--- config.mk ---
export PLATFORM = sky130hd
export DESIGN_NAME = pts_to_frame_timestamp_tracker_core
export DESIGN_NICKNAME = d
export VERILOG_FILES = /design/src/rtl/core/ptsft_pkg.sv /design/src/rtl/core/ptsft_div.sv /design/src/rtl/core/pts_to_frame_timestamp_tracker_core.sv
export SDC_FILE = /design/constraint.sdc
export NUM_CORES = 2
export LEC_CHECK = 0
export BUFFER_PORTS_ARGS = -buffer_cell sky130_fd_sc_hd__buf_2
export CAP_MARGIN = 5
export CORE_MARGIN = 2
export CORE_UTILIZATION = 65
export CTS_BUF_LIST = sky130_fd_sc_hd__clkbuf_4 sky130_fd_sc_hd__clkbuf_8 sky130_fd_sc_hd__clkbuf_16
export CTS_CLUSTER_DIAMETER = 50
export CTS_CLUSTER_SIZE = 16
export DETAILED_ROUTE_END_ITERATION = 10
export PLACE_DENSITY = 0.83
export SYNTH_ARGS = -nofsm -noshare
export SYNTH_HDL_FRONTEND = slang
export SYNTH_SLANG_ARGS = --single-unit
--- constraint.sdc ---
create_clock -name i_clk -period 14.13 [get_ports i_clk]
set_input_delay 0.7065 -clock i_clk [delete_from_list [all_inputs] [get_ports i_clk]]
set_output_delay 0.7065 -clock i_clk [all_outputs]
set_load 0.05 [all_outputs]
--- src/rtl/core/ptsft_pkg.sv ---
// ptsft_pkg: shared widths, constants and types of the pts to frame timestamp tracker
// used by ptsft_div, the top level and the port checker; depends on nothing

package ptsft_pkg;

    localparam int PTS_W      = 33;
    localparam int TIME_W     = 35;
    localparam int TREF_W     = 10;
    localparam int FPS_W      = 16;
    localparam int CFG_IDX_W  = 2;
    localparam int DIVIDEND_W = 44;
    localparam int DIVISOR_W  = 16;
    localparam int DIV_CNT_W  = $clog2(DIVIDEND_W + 1);
    localparam int PROD1_W    = 27;
    localparam int PROD2_W    = 43;
    localparam int OFS_W      = 26;
    localparam int DIFF_W     = 36;
    localparam int SYNC_W     = 46;

    localparam logic [CFG_IDX_W-1:0] CFG_FPS_NUM = 2'd0;
    localparam logic [CFG_IDX_W-1:0] CFG_FPS_DEN = 2'd1;

    localparam logic [FPS_W-1:0] FPS_NUM_RST = 16'd25;
    localparam logic [FPS_W-1:0] FPS_DEN_RST = 16'd1;

    localparam logic [16:0]          TICKS_PER_S  = 17'd90000;
    localparam logic [DIVISOR_W-1:0] TICKS_PER_MS = 16'd90;
    localparam logic [9:0]           MS_PER_S     = 10'd1000;

    localparam logic signed [DIFF_W-1:0] BACK_LIMIT = -36'sd18000;
    localparam logic signed [DIFF_W-1:0] FWD_LIMIT  = 36'sd450000;

    localparam logic signed [TIME_W-1:0] TIME_MIN    = {1'b1, {(TIME_W-1){1'b0}}};
    localparam logic [PTS_W-1:0]         MIN_PTS_RST = '1;

    typedef enum logic [1:0] {
        MODE_NONE,
        MODE_SEEN,
        MODE_SYNC
    } t_mode;

    typedef enum logic [3:0] {
        S_IDLE,
        S_EVAL,
        S_MUL,
        S_PROD,
        S_DIVA,
        S_DIVB,
        S_FIX,
        S_DIVC,
        S_PEAK,
        S_EMIT
    } t_state;

    typedef struct packed {
        logic                  start;
        logic [DIVIDEND_W-1:0] dividend;
        logic [DIVISOR_W-1:0]  divisor;
    } t_div_req;

    typedef struct packed {
        logic                  done;
        logic [DIVIDEND_W-1:0] quotient;
    } t_div_rsp;

endpackage

--- src/rtl/core/ptsft_div.sv ---
// ptsft_div: restoring serial divider, one quotient bit per cycle
// depends on ptsft_pkg for widths and the request/response structs

module ptsft_div import ptsft_pkg::*; (
    input  logic     i_clk,
    input  logic     i_rst_n,
    input  t_div_req i_req,
    output t_div_rsp o_rsp
);

    logic [DIVISOR_W-1:0]  r_rem;
    logic [DIVIDEND_W-1:0] r_quo;
    logic [DIVISOR_W-1:0]  r_divisor;
    logic [DIV_CNT_W-1:0]  r_cnt;
    logic                  r_busy;
    logic                  r_done;

    logic [DIVISOR_W:0]    w_trial;
    logic                  w_fit;
    logic [DIVISOR_W:0]    w_diff;

    always_comb begin
        w_trial = {r_rem, r_quo[DIVIDEND_W-1]};
        w_fit   = (w_trial >= {1'b0, r_divisor});
        w_diff  = w_trial - {1'b0, r_divisor};
    end

    always_ff @(posedge i_clk) begin
        if (!i_rst_n) begin
            r_busy <= 1'b0;
            r_done <= 1'b0;
            r_cnt  <= '0;
        end else begin
            r_done <= 1'b0;
            if (i_req.start && !r_busy) begin
                r_busy <= 1'b1;
                r_cnt  <= DIV_CNT_W'(DIVIDEND_W);
            end else if (r_busy) begin
                r_cnt <= r_cnt - 1'b1;
                if (r_cnt == DIV_CNT_W'(1)) begin
                    r_busy <= 1'b0;
                    r_done <= 1'b1;
                end
            end
        end
    end

    // payload: dividend shifts out of the top while quotient bits enter below
    always_ff @(posedge i_clk) begin
        if (i_req.start && !r_busy) begin
            r_rem     <= '0;
            r_quo     <= i_req.dividend;
            r_divisor <= i_req.divisor;
        end else if (r_busy) begin
            r_rem <= w_fit ? w_diff[DIVISOR_W-1:0] : w_trial[DIVISOR_W-1:0];
            r_quo <= {r_quo[DIVIDEND_W-2:0], w_fit};
        end
    end

    assign o_rsp.done     = r_done;
    assign o_rsp.quotient = r_quo;

endmodule

--- src/rtl/core/pts_to_frame_timestamp_tracker_core.sv ---
// pts_to_frame_timestamp_tracker_core: top level, sequencer and tracker state
// depends on ptsft_pkg and ptsft_div
//
// Usage:
// One input beat per video picture: has_pts, pts (33-bit, 90 kHz), temporal_ref
// and is_i_frame on a valid/ready channel. Each picture yields exactly one
// output beat with the frame timestamp, the peak timestamp, the jump flag and
// the first pts-to-time anchor, on a second valid/ready channel.
// The frame rate is set through the write port: index 0 numerator, index 1
// denominator; other indexes are dropped. Write only while no picture is in work.
// The work per picture depends on its path: no division when no pts has been seen
// or a jump holds the timestamp, one in the common case, three when a new minimum
// pts restarts the timeline. The one serial divider serves up to three divisions
// per picture (tick period, millisecond offset, ticks to ms).
// One picture is in work at a time; ready is high only when the sequencer is idle,
// so a new input beat is taken only once the last result is in the output register.
// The output register holds a finished beat while the receiver stalls, and the
// next picture is already taken in meanwhile; its result waits until that beat goes.
// Synchronous reset restores 25/1 fps, zeroes tracker state but min pts (all ones).

module pts_to_frame_timestamp_tracker_core import ptsft_pkg::*; (
    input  logic                        i_clk,
    input  logic                        i_rst_n,
    input  logic                        i_cfg_we,
    input  logic [CFG_IDX_W-1:0]        i_cfg_idx,
    input  logic [FPS_W-1:0]            i_cfg_data,
    input  logic                        i_in_valid,
    output logic                        o_in_ready,
    input  logic                        i_has_pts,
    input  logic [PTS_W-1:0]            i_pts,
    input  logic [TREF_W-1:0]           i_temporal_ref,
    input  logic                        i_is_i_frame,
    output logic                        o_out_valid,
    input  logic                        i_out_ready,
    output logic signed [TIME_W-1:0]    o_frame_time_ms,
    output logic signed [TIME_W-1:0]    o_max_time_ms,
    output logic                        o_jump_seen,
    output logic                        o_anchor_valid,
    output logic [PTS_W-1:0]            o_anchor_pts,
    output logic signed [TIME_W-1:0]    o_anchor_time_ms
);

    t_state r_state, n_state;

    logic [FPS_W-1:0]          r_fps_num;
    logic [FPS_W-1:0]          r_fps_den;

    t_mode                     r_mode;
    logic [PTS_W-1:0]          r_last_pts;
    logic [PTS_W-1:0]          r_min_pts;
    logic signed [TIME_W-1:0]  r_sync_ref;
    logic [OFS_W-1:0]          r_offset;
    logic signed [TIME_W-1:0]  r_now;
    logic signed [TIME_W-1:0]  r_peak;
    logic                      r_anchor;
    logic [PTS_W-1:0]          r_anchor_pts;
    logic signed [TIME_W-1:0]  r_anchor_ms;

    logic [TREF_W-1:0]         r_tref;
    logic                      r_is_i;
    logic                      r_jump;
    logic                      r_span_neg;
    logic [PROD1_W-1:0]        r_prod1;
    logic [PROD2_W-1:0]        r_prod2;

    logic                      r_out_valid;

    t_div_req                  w_div_req;
    t_div_rsp                  w_div_rsp;

    logic [FPS_W-1:0]          w_num_eff;
    logic signed [DIFF_W-1:0]  w_jump_d;
    logic                      w_jump;
    logic                      w_hold;
    logic                      w_upd;
    logic signed [SYNC_W-1:0]  w_sync_new;
    logic signed [TIME_W-1:0]  w_sync_sat;
    logic signed [PTS_W:0]     w_span;
    logic [PTS_W:0]            w_span_abs;
    logic [TIME_W-1:0]         w_q35;
    logic signed [TIME_W-1:0]  w_now;
    logic                      w_tref_zero;
    logic                      w_out_load;

    ptsft_div u_div (
        .i_clk   (i_clk),
        .i_rst_n (i_rst_n),
        .i_req   (w_div_req),
        .o_rsp   (w_div_rsp)
    );

    // datapath terms
    always_comb begin
        w_num_eff   = (r_fps_num == '0) ? FPS_W'(1) : r_fps_num;
        w_tref_zero = (r_tref == '0);
        w_jump_d    = $signed({3'b000, r_last_pts})
                    - $signed({r_sync_ref[TIME_W-1], r_sync_ref});
        w_jump      = (r_mode == MODE_SYNC)
                    && ((w_jump_d < BACK_LIMIT) || (w_jump_d >= FWD_LIMIT));
        w_hold      = w_jump && !w_tref_zero && !r_is_i;
        w_upd       = (r_last_pts < r_min_pts) && !w_jump;
        w_sync_new  = $signed({13'b0, r_last_pts}) - $signed({2'b00, w_div_rsp.quotient});
        // only the low side can overflow: the subtracted period is never negative
        w_sync_sat  = (w_sync_new < $signed({{(SYNC_W-TIME_W){1'b1}}, TIME_MIN}))
                    ? TIME_MIN : w_sync_new[TIME_W-1:0];
        w_span      = $signed({1'b0, r_last_pts}) - $signed({1'b0, r_min_pts});
        w_span_abs  = w_span[PTS_W] ? (~w_span + 1'b1) : w_span;
        w_q35       = w_div_rsp.quotient[TIME_W-1:0];
        // ticks to ms truncates toward zero, so divide the magnitude
        w_now       = $signed(r_span_neg ? (~w_q35 + 1'b1) : w_q35)
                    + $signed({{(TIME_W-OFS_W){1'b0}}, r_offset});
    end

    // next state
    always_comb begin
        n_state = r_state;
        unique case (r_state)
            S_IDLE: if (i_in_valid) n_state = S_EVAL;
            S_EVAL: begin
                if (r_mode == MODE_NONE || w_hold) n_state = S_EMIT;
                else if (w_upd)                   n_state = S_MUL;
                else                              n_state = S_FIX;
            end
            S_MUL:  n_state = S_PROD;
            S_PROD: n_state = S_DIVA;
            S_DIVA: if (w_div_rsp.done) n_state = S_DIVB;
            S_DIVB: if (w_div_rsp.done) n_state = S_FIX;
            S_FIX:  n_state = S_DIVC;
            S_DIVC: if (w_div_rsp.done) n_state = S_PEAK;
            S_PEAK: n_state = S_EMIT;
            S_EMIT: if (w_out_load) n_state = S_IDLE;
            default: n_state = S_IDLE;
        endcase
    end

    // sequencer outputs
    always_comb begin
        o_in_ready         = 1'b0;
        w_out_load         = 1'b0;
        w_div_req.start    = 1'b0;
        w_div_req.dividend = DIVIDEND_W'(r_prod2);
        w_div_req.divisor  = w_num_eff;
        unique case (r_state)
            S_IDLE: o_in_ready = 1'b1;
            S_PROD: w_div_req.start = 1'b1;
            S_DIVA: begin
                w_div_req.start    = w_div_rsp.done;
                w_div_req.dividend = DIVIDEND_W'(OFS_W'(r_fps_den) * OFS_W'(MS_PER_S));
            end
            S_FIX: begin
                w_div_req.start    = 1'b1;
                w_div_req.dividend = DIVIDEND_W'(w_span_abs[PTS_W-1:0]);
                w_div_req.divisor  = TICKS_PER_MS;
            end
            S_EMIT: w_out_load = !r_out_valid || i_out_ready;
            default: ;
        endcase
    end

    always_ff @(posedge i_clk) begin
        if (!i_rst_n) begin
            r_state <= S_IDLE;
        end else begin
            r_state <= n_state;
        end
    end

    always_ff @(posedge i_clk) begin
        if (!i_rst_n) begin
            r_fps_num <= FPS_NUM_RST;
            r_fps_den <= FPS_DEN_RST;
        end else if (i_cfg_we) begin
            case (i_cfg_idx)
                CFG_FPS_NUM: r_fps_num <= i_cfg_data;
                CFG_FPS_DEN: r_fps_den <= i_cfg_data;
                default: ;
            endcase
        end
    end

    // tracker state
    always_ff @(posedge i_clk) begin
        if (!i_rst_n) begin
            r_mode       <= MODE_NONE;
            r_last_pts   <= '0;
            r_min_pts    <= MIN_PTS_RST;
            r_sync_ref   <= '0;
            r_offset     <= '0;
            r_now        <= '0;
            r_peak       <= '0;
            r_anchor     <= 1'b0;
            r_anchor_pts <= '0;
            r_anchor_ms  <= '0;
        end else begin
            unique case (r_state)
                S_IDLE: begin
                    if (i_in_valid && i_has_pts) begin
                        r_last_pts <= i_pts;
                        if (r_mode == MODE_NONE) r_mode <= MODE_SEEN;
                    end
                end
                S_EVAL: begin
                    if (r_mode != MODE_NONE) begin
                        if (w_hold) r_now  <= r_peak;
                        else        r_mode <= MODE_SYNC;
                    end
                end
                S_DIVA: begin
                    if (w_div_rsp.done) begin
                        r_sync_ref <= w_sync_sat;
                        r_min_pts  <= r_last_pts;
                    end
                end
                S_DIVB: begin
                    if (w_div_rsp.done) begin
                        r_offset <= w_tref_zero ? '0 : w_div_rsp.quotient[OFS_W-1:0];
                    end
                end
                S_FIX: begin
                    if (w_tref_zero) r_sync_ref <= $signed({2'b00, r_last_pts});
                end
                S_DIVC: begin
                    if (w_div_rsp.done) r_now <= w_now;
                end
                S_PEAK: begin
                    if (!r_anchor) begin
                        r_anchor     <= 1'b1;
                        r_anchor_pts <= r_last_pts;
                        r_anchor_ms  <= r_now;
                    end
                    if (r_now > r_peak) r_peak <= r_now;
                end
                default: ;
            endcase
        end
    end

    // per-picture working registers
    always_ff @(posedge i_clk) begin
        if (r_state == S_IDLE && i_in_valid) begin
            r_tref <= i_temporal_ref;
            r_is_i <= i_is_i_frame;
        end
        // tick period product is ready before the divider starts on it
        if (r_state == S_EVAL) begin
            r_jump  <= w_jump;
            r_prod1 <= PROD1_W'(r_tref) * PROD1_W'(TICKS_PER_S);
        end
        if (r_state == S_MUL) begin
            r_prod2 <= PROD2_W'(r_prod1) * PROD2_W'(r_fps_den);
        end
        if (r_state == S_FIX) begin
            r_span_neg <= w_span[PTS_W];
        end
    end

    // output register
    always_ff @(posedge i_clk) begin
        if (!i_rst_n) begin
            r_out_valid <= 1'b0;
        end else if (w_out_load) begin
            r_out_valid <= 1'b1;
        end else if (i_out_ready) begin
            r_out_valid <= 1'b0;
        end
    end

    always_ff @(posedge i_clk) begin
        if (w_out_load) begin
            o_frame_time_ms  <= r_now;
            o_max_time_ms    <= r_peak;
            o_jump_seen      <= r_jump;
            o_anchor_valid   <= r_anchor;
            o_anchor_pts     <= r_anchor_pts;
            o_anchor_time_ms <= r_anchor_ms;
        end
    end

    assign o_out_valid = r_out_valid;

endmodule

==> flow_summary.json <==
{
  "netlist_instances": 5396,
  "track_usage": 0.3288,
  "synthToLayoutAreaGrowth_pct": 9.003,
  "power_frac_seq": 0.293,
  "dr.pass1.iters": 6,
  "clkSinkCount": 604,
  "worst_pin_slew_ns": 1.210,
  "synth_edf_count": 275,
  "min_path_type": "input pin to register",
  "h-tree-depth": 3,
  "numCtsBuffers": 72,
  "coreArea_um2": 74570,
  "place.gp.congestion": 0.9653,
  "cellLeakagePower_nw": 24.45,
  "synthesis.nets": 6265,
  "yosysMostFrequentCell": "nand2_1",
  "nFillCells": 5566,
  "synth.distinct_cells": 97,
  "min_period_ns": 7.776,
  "crit_path_start_kind": "register",
  "worst-path-buf-inv": 4,
  "cap_viol_max_count": 0,
  "p_comb_frac": 0.453,
  "post-cts-setup-buffers": 0,
  "clk_pin_slew_ns": 0.06,
  "fin_crit_sh": 0.5503,
  "grt.overflow.total": 0,
  "root_buffer": "clkbuf_16",
  "core.rowCount": 100,
  "cpLargestDelayFamily": "adder cells",
  "remaining_drc_errors": 0,
  "die_area_um2": 77660,
  "drtIter0Drc": 3654,
  "sw_frac_of_total": 0.4111,
  "power_density_nw_per_um2": 147.6,
  "final_core_util": 0.7169,
  "crit_type": "register to register",
  "antenna_found_initial": 0,
  "path_cells": "buf_4 > nand2_1 > fa_1 > inv_1 > fa_1 > inv_1 > fa_1 > fa_1 > fa_1 > inv_1 > fa_1 > ha_1 > a21o_1 > a21oi_1 > o311ai_0 > o311ai_0 > o21ai_0 > o41ai_1 > o2111ai_1 > a21oi_1 > a21oi_1 > nor2_1 > o21ai_0 > xor2_1",
  "finalSetupTns_ns": 0,
  "fin_nets": 6370,
  "ys_seq_area_frac": 0.3027,
  "die_w_um": 278.7,
  "slew_violations": 0,
  "rsz0062_at_grt": "false",
  "critPathMostFrequentCell": "fa_1",
  "grt_pass1_wl_um": 204900,
  "cts_buffer_depth": 3,
  "power.internal_mw": 4.645,
  "p_sw_mw": 3.243,
  "grt_max_degree": 125,
  "routed_via_density": 6.087,
  "yosysTopAreaCell": "edfxtp_1",
  "io_pins": 210,
  "peakVddDrop_v": 0.0009797,
  "synth_top_area_frac": 0.1684,
  "wl_um": 127900,
  "dp_hpwl_um": 95890,
  "worstPathArrival_ns": 8.16,
  "setup_violations": 0,
  "cts_tree": "yes",
  "slowest_stage": "o41ai_1",
  "drive_above_1_share": 0.08218,
  "synthTopCellsByCount": "862 x nand2_1, 626 x inv_1, 409 x ha_1, 392 x fa_1, 356 x a21oi_1",
  "grt_pass1_vias": 39134,
  "floorplan.initialDensity": 0.6577,
  "hold_viol": 0,
  "cts_resized": 0,
  "num_vias": 39748,
  "timing.fmax_mhz": 128.6,
  "slowest_delay_ns": 0.67,
  "cp.required_ns": 14.51,
  "port_buffers": 209,
  "outcome": "finished, final reports clean",
  "ys_ff_latch": 604,
  "p_clk_frac": 0.254,
  "cp_max_fo": 30,
  "hold_buffers": 0,
  "synth_area_leaders": "edfxtp_1 17%, fa_1 16%, dfxtp_1 13%, ha_1 10%, nand2_1 6.6%",
  "async_flop_share": 0,
  "endpoint_kind": "register",
  "yosys_most_used_dff": "dfxtp_1",
  "avgSynthCellArea_um2": 9.089,
  "n_antenna_cell": 0,
  "clk_latency_ns": 0.66,
  "yosys_warnings": 0,
  "wl_per_cell_um": 19.59,
  "max_slew_margin": 0.1925,
  "ant_nets": 0,
  "netlist_area_um2": 49040,
  "clock_skew_ns": 0.06372,
  "holdWs_ns": 0.2770,
  "dieHeight_um": 278.7
}
routing by layer:
| layer | up-vias | track usage | share of wire | wire, µm |
|---|---|---|---|---|
| met3 | 359 | 0.04903 | 0.075 | 9642 |
| met4 | 0 | 0.1482 | 0.049 | 6267 |
| li1 | 18583 | - | - | - |
| met5 | - | 0 | 0 | 0 |
| met1 | 19080 | 0.4261 | 0.41 | 51910 |
| met2 | 1726 | 0.5481 | 0.47 | 60120 |
worst register-to-register path, delay by kind of cell (launching register included):
kind                       cells  cell delay (ns)
and+or+nand+nor                2             0.36
buffers and inverters          4             0.54
AOI/OAI and AO/OA             10             2.66
adders and majority gates      7             3.45
xor gates and xnor gates       1             0.17
DFF                            1             0.33
area by class of cell:
type | instances | area (µm²) | area share
Clock buffer | 90 | 1986 | 0.03714
Tap cell | 969 | 1212 | 0.02268
Inverter | 629 | 2366 | 0.04426
Timing Repair Buffer | 255 | 1394 | 0.02607
Multi-Input combinational cell | 3939 | 30970 | 0.5794
Sequential cell | 604 | 14840 | 0.2777
Clock inverter | 44 | 681.9 | 0.01276
state kept, by name, indices dropped and copies added (netlist names), 35 cells and up:
register	flops
r_anchor_ms	35
r_prod2	39
r_sync_ref	35
r_peak	35
o_max_time_ms	35
o_anchor_time_ms	35
u_div.r_quo	44
o_frame_time_ms	35
r_now	35
per-stage QoR:
stage	instance area, µm²	total power [mW]	worst slack, ns	std cells
CTS	53460	7.911	6.452	6530
global route	53460	8.413	5.828	6530
global placement	50790	5.800	6.602	6396
finish	53460	7.888	6.354	6530
detailed placement	50790	5.902	6.476	6396
floorplan	49040	4.884	6.481	5396
cells by family after synthesis:
group,after synthesis,share of synthesized area
simple gates,1678,0.1572
compound gates,1144,0.1501
fa+ha+maj,801,0.2644
flops,604,0.3027
buf+inv,853,0.06684
xor+xnor,235,0.04212
mux,81,0.01663
cell usage in the layout (no fill, tap or decap), drive strengths merged, types with 63 or more instances in the layout:
cell,instances
nand2,862
inv,641
ha,409
fa,392
a21oi,358
dfxtp,329
edfxtp,275
buf,255
nor2,224
o21ai,224
and2,170
xnor2,161
nand3,102
a21o,100
clkbuf,90
mux2i,77
xor2,74
nor3,71
o211ai,63
power by group through the flow:
stage | Sequential (mW) | Combinational (mW) | Clock [mW]
3_3_place_gp | 2.32 | 3.48 | 0
2_1_floorplan | 2.24 | 2.64 | 0
4_1_cts | 2.30 | 3.59 | 2.02
6_report | 2.31 | 3.58 | 2.00
5_1_grt | 2.31 | 4.01 | 2.09
3_5_place_dp | 2.33 | 3.57 | 0
final timing paths:
check	startpoint	endpoint	slack, ns	cells after the start
hold / removal	i_temporal_ref[5]	r_tref[5]	0.28	1
setup reg to reg	r_fps_den[6]	r_prod2[39]	6.35	24
hold reg to reg	r_jump	o_jump_seen	0.43	0
setup / recovery	r_fps_den[6]	r_prod2[39]	6.35	24
No activity file was read; power rests on OpenSTA's default activity.
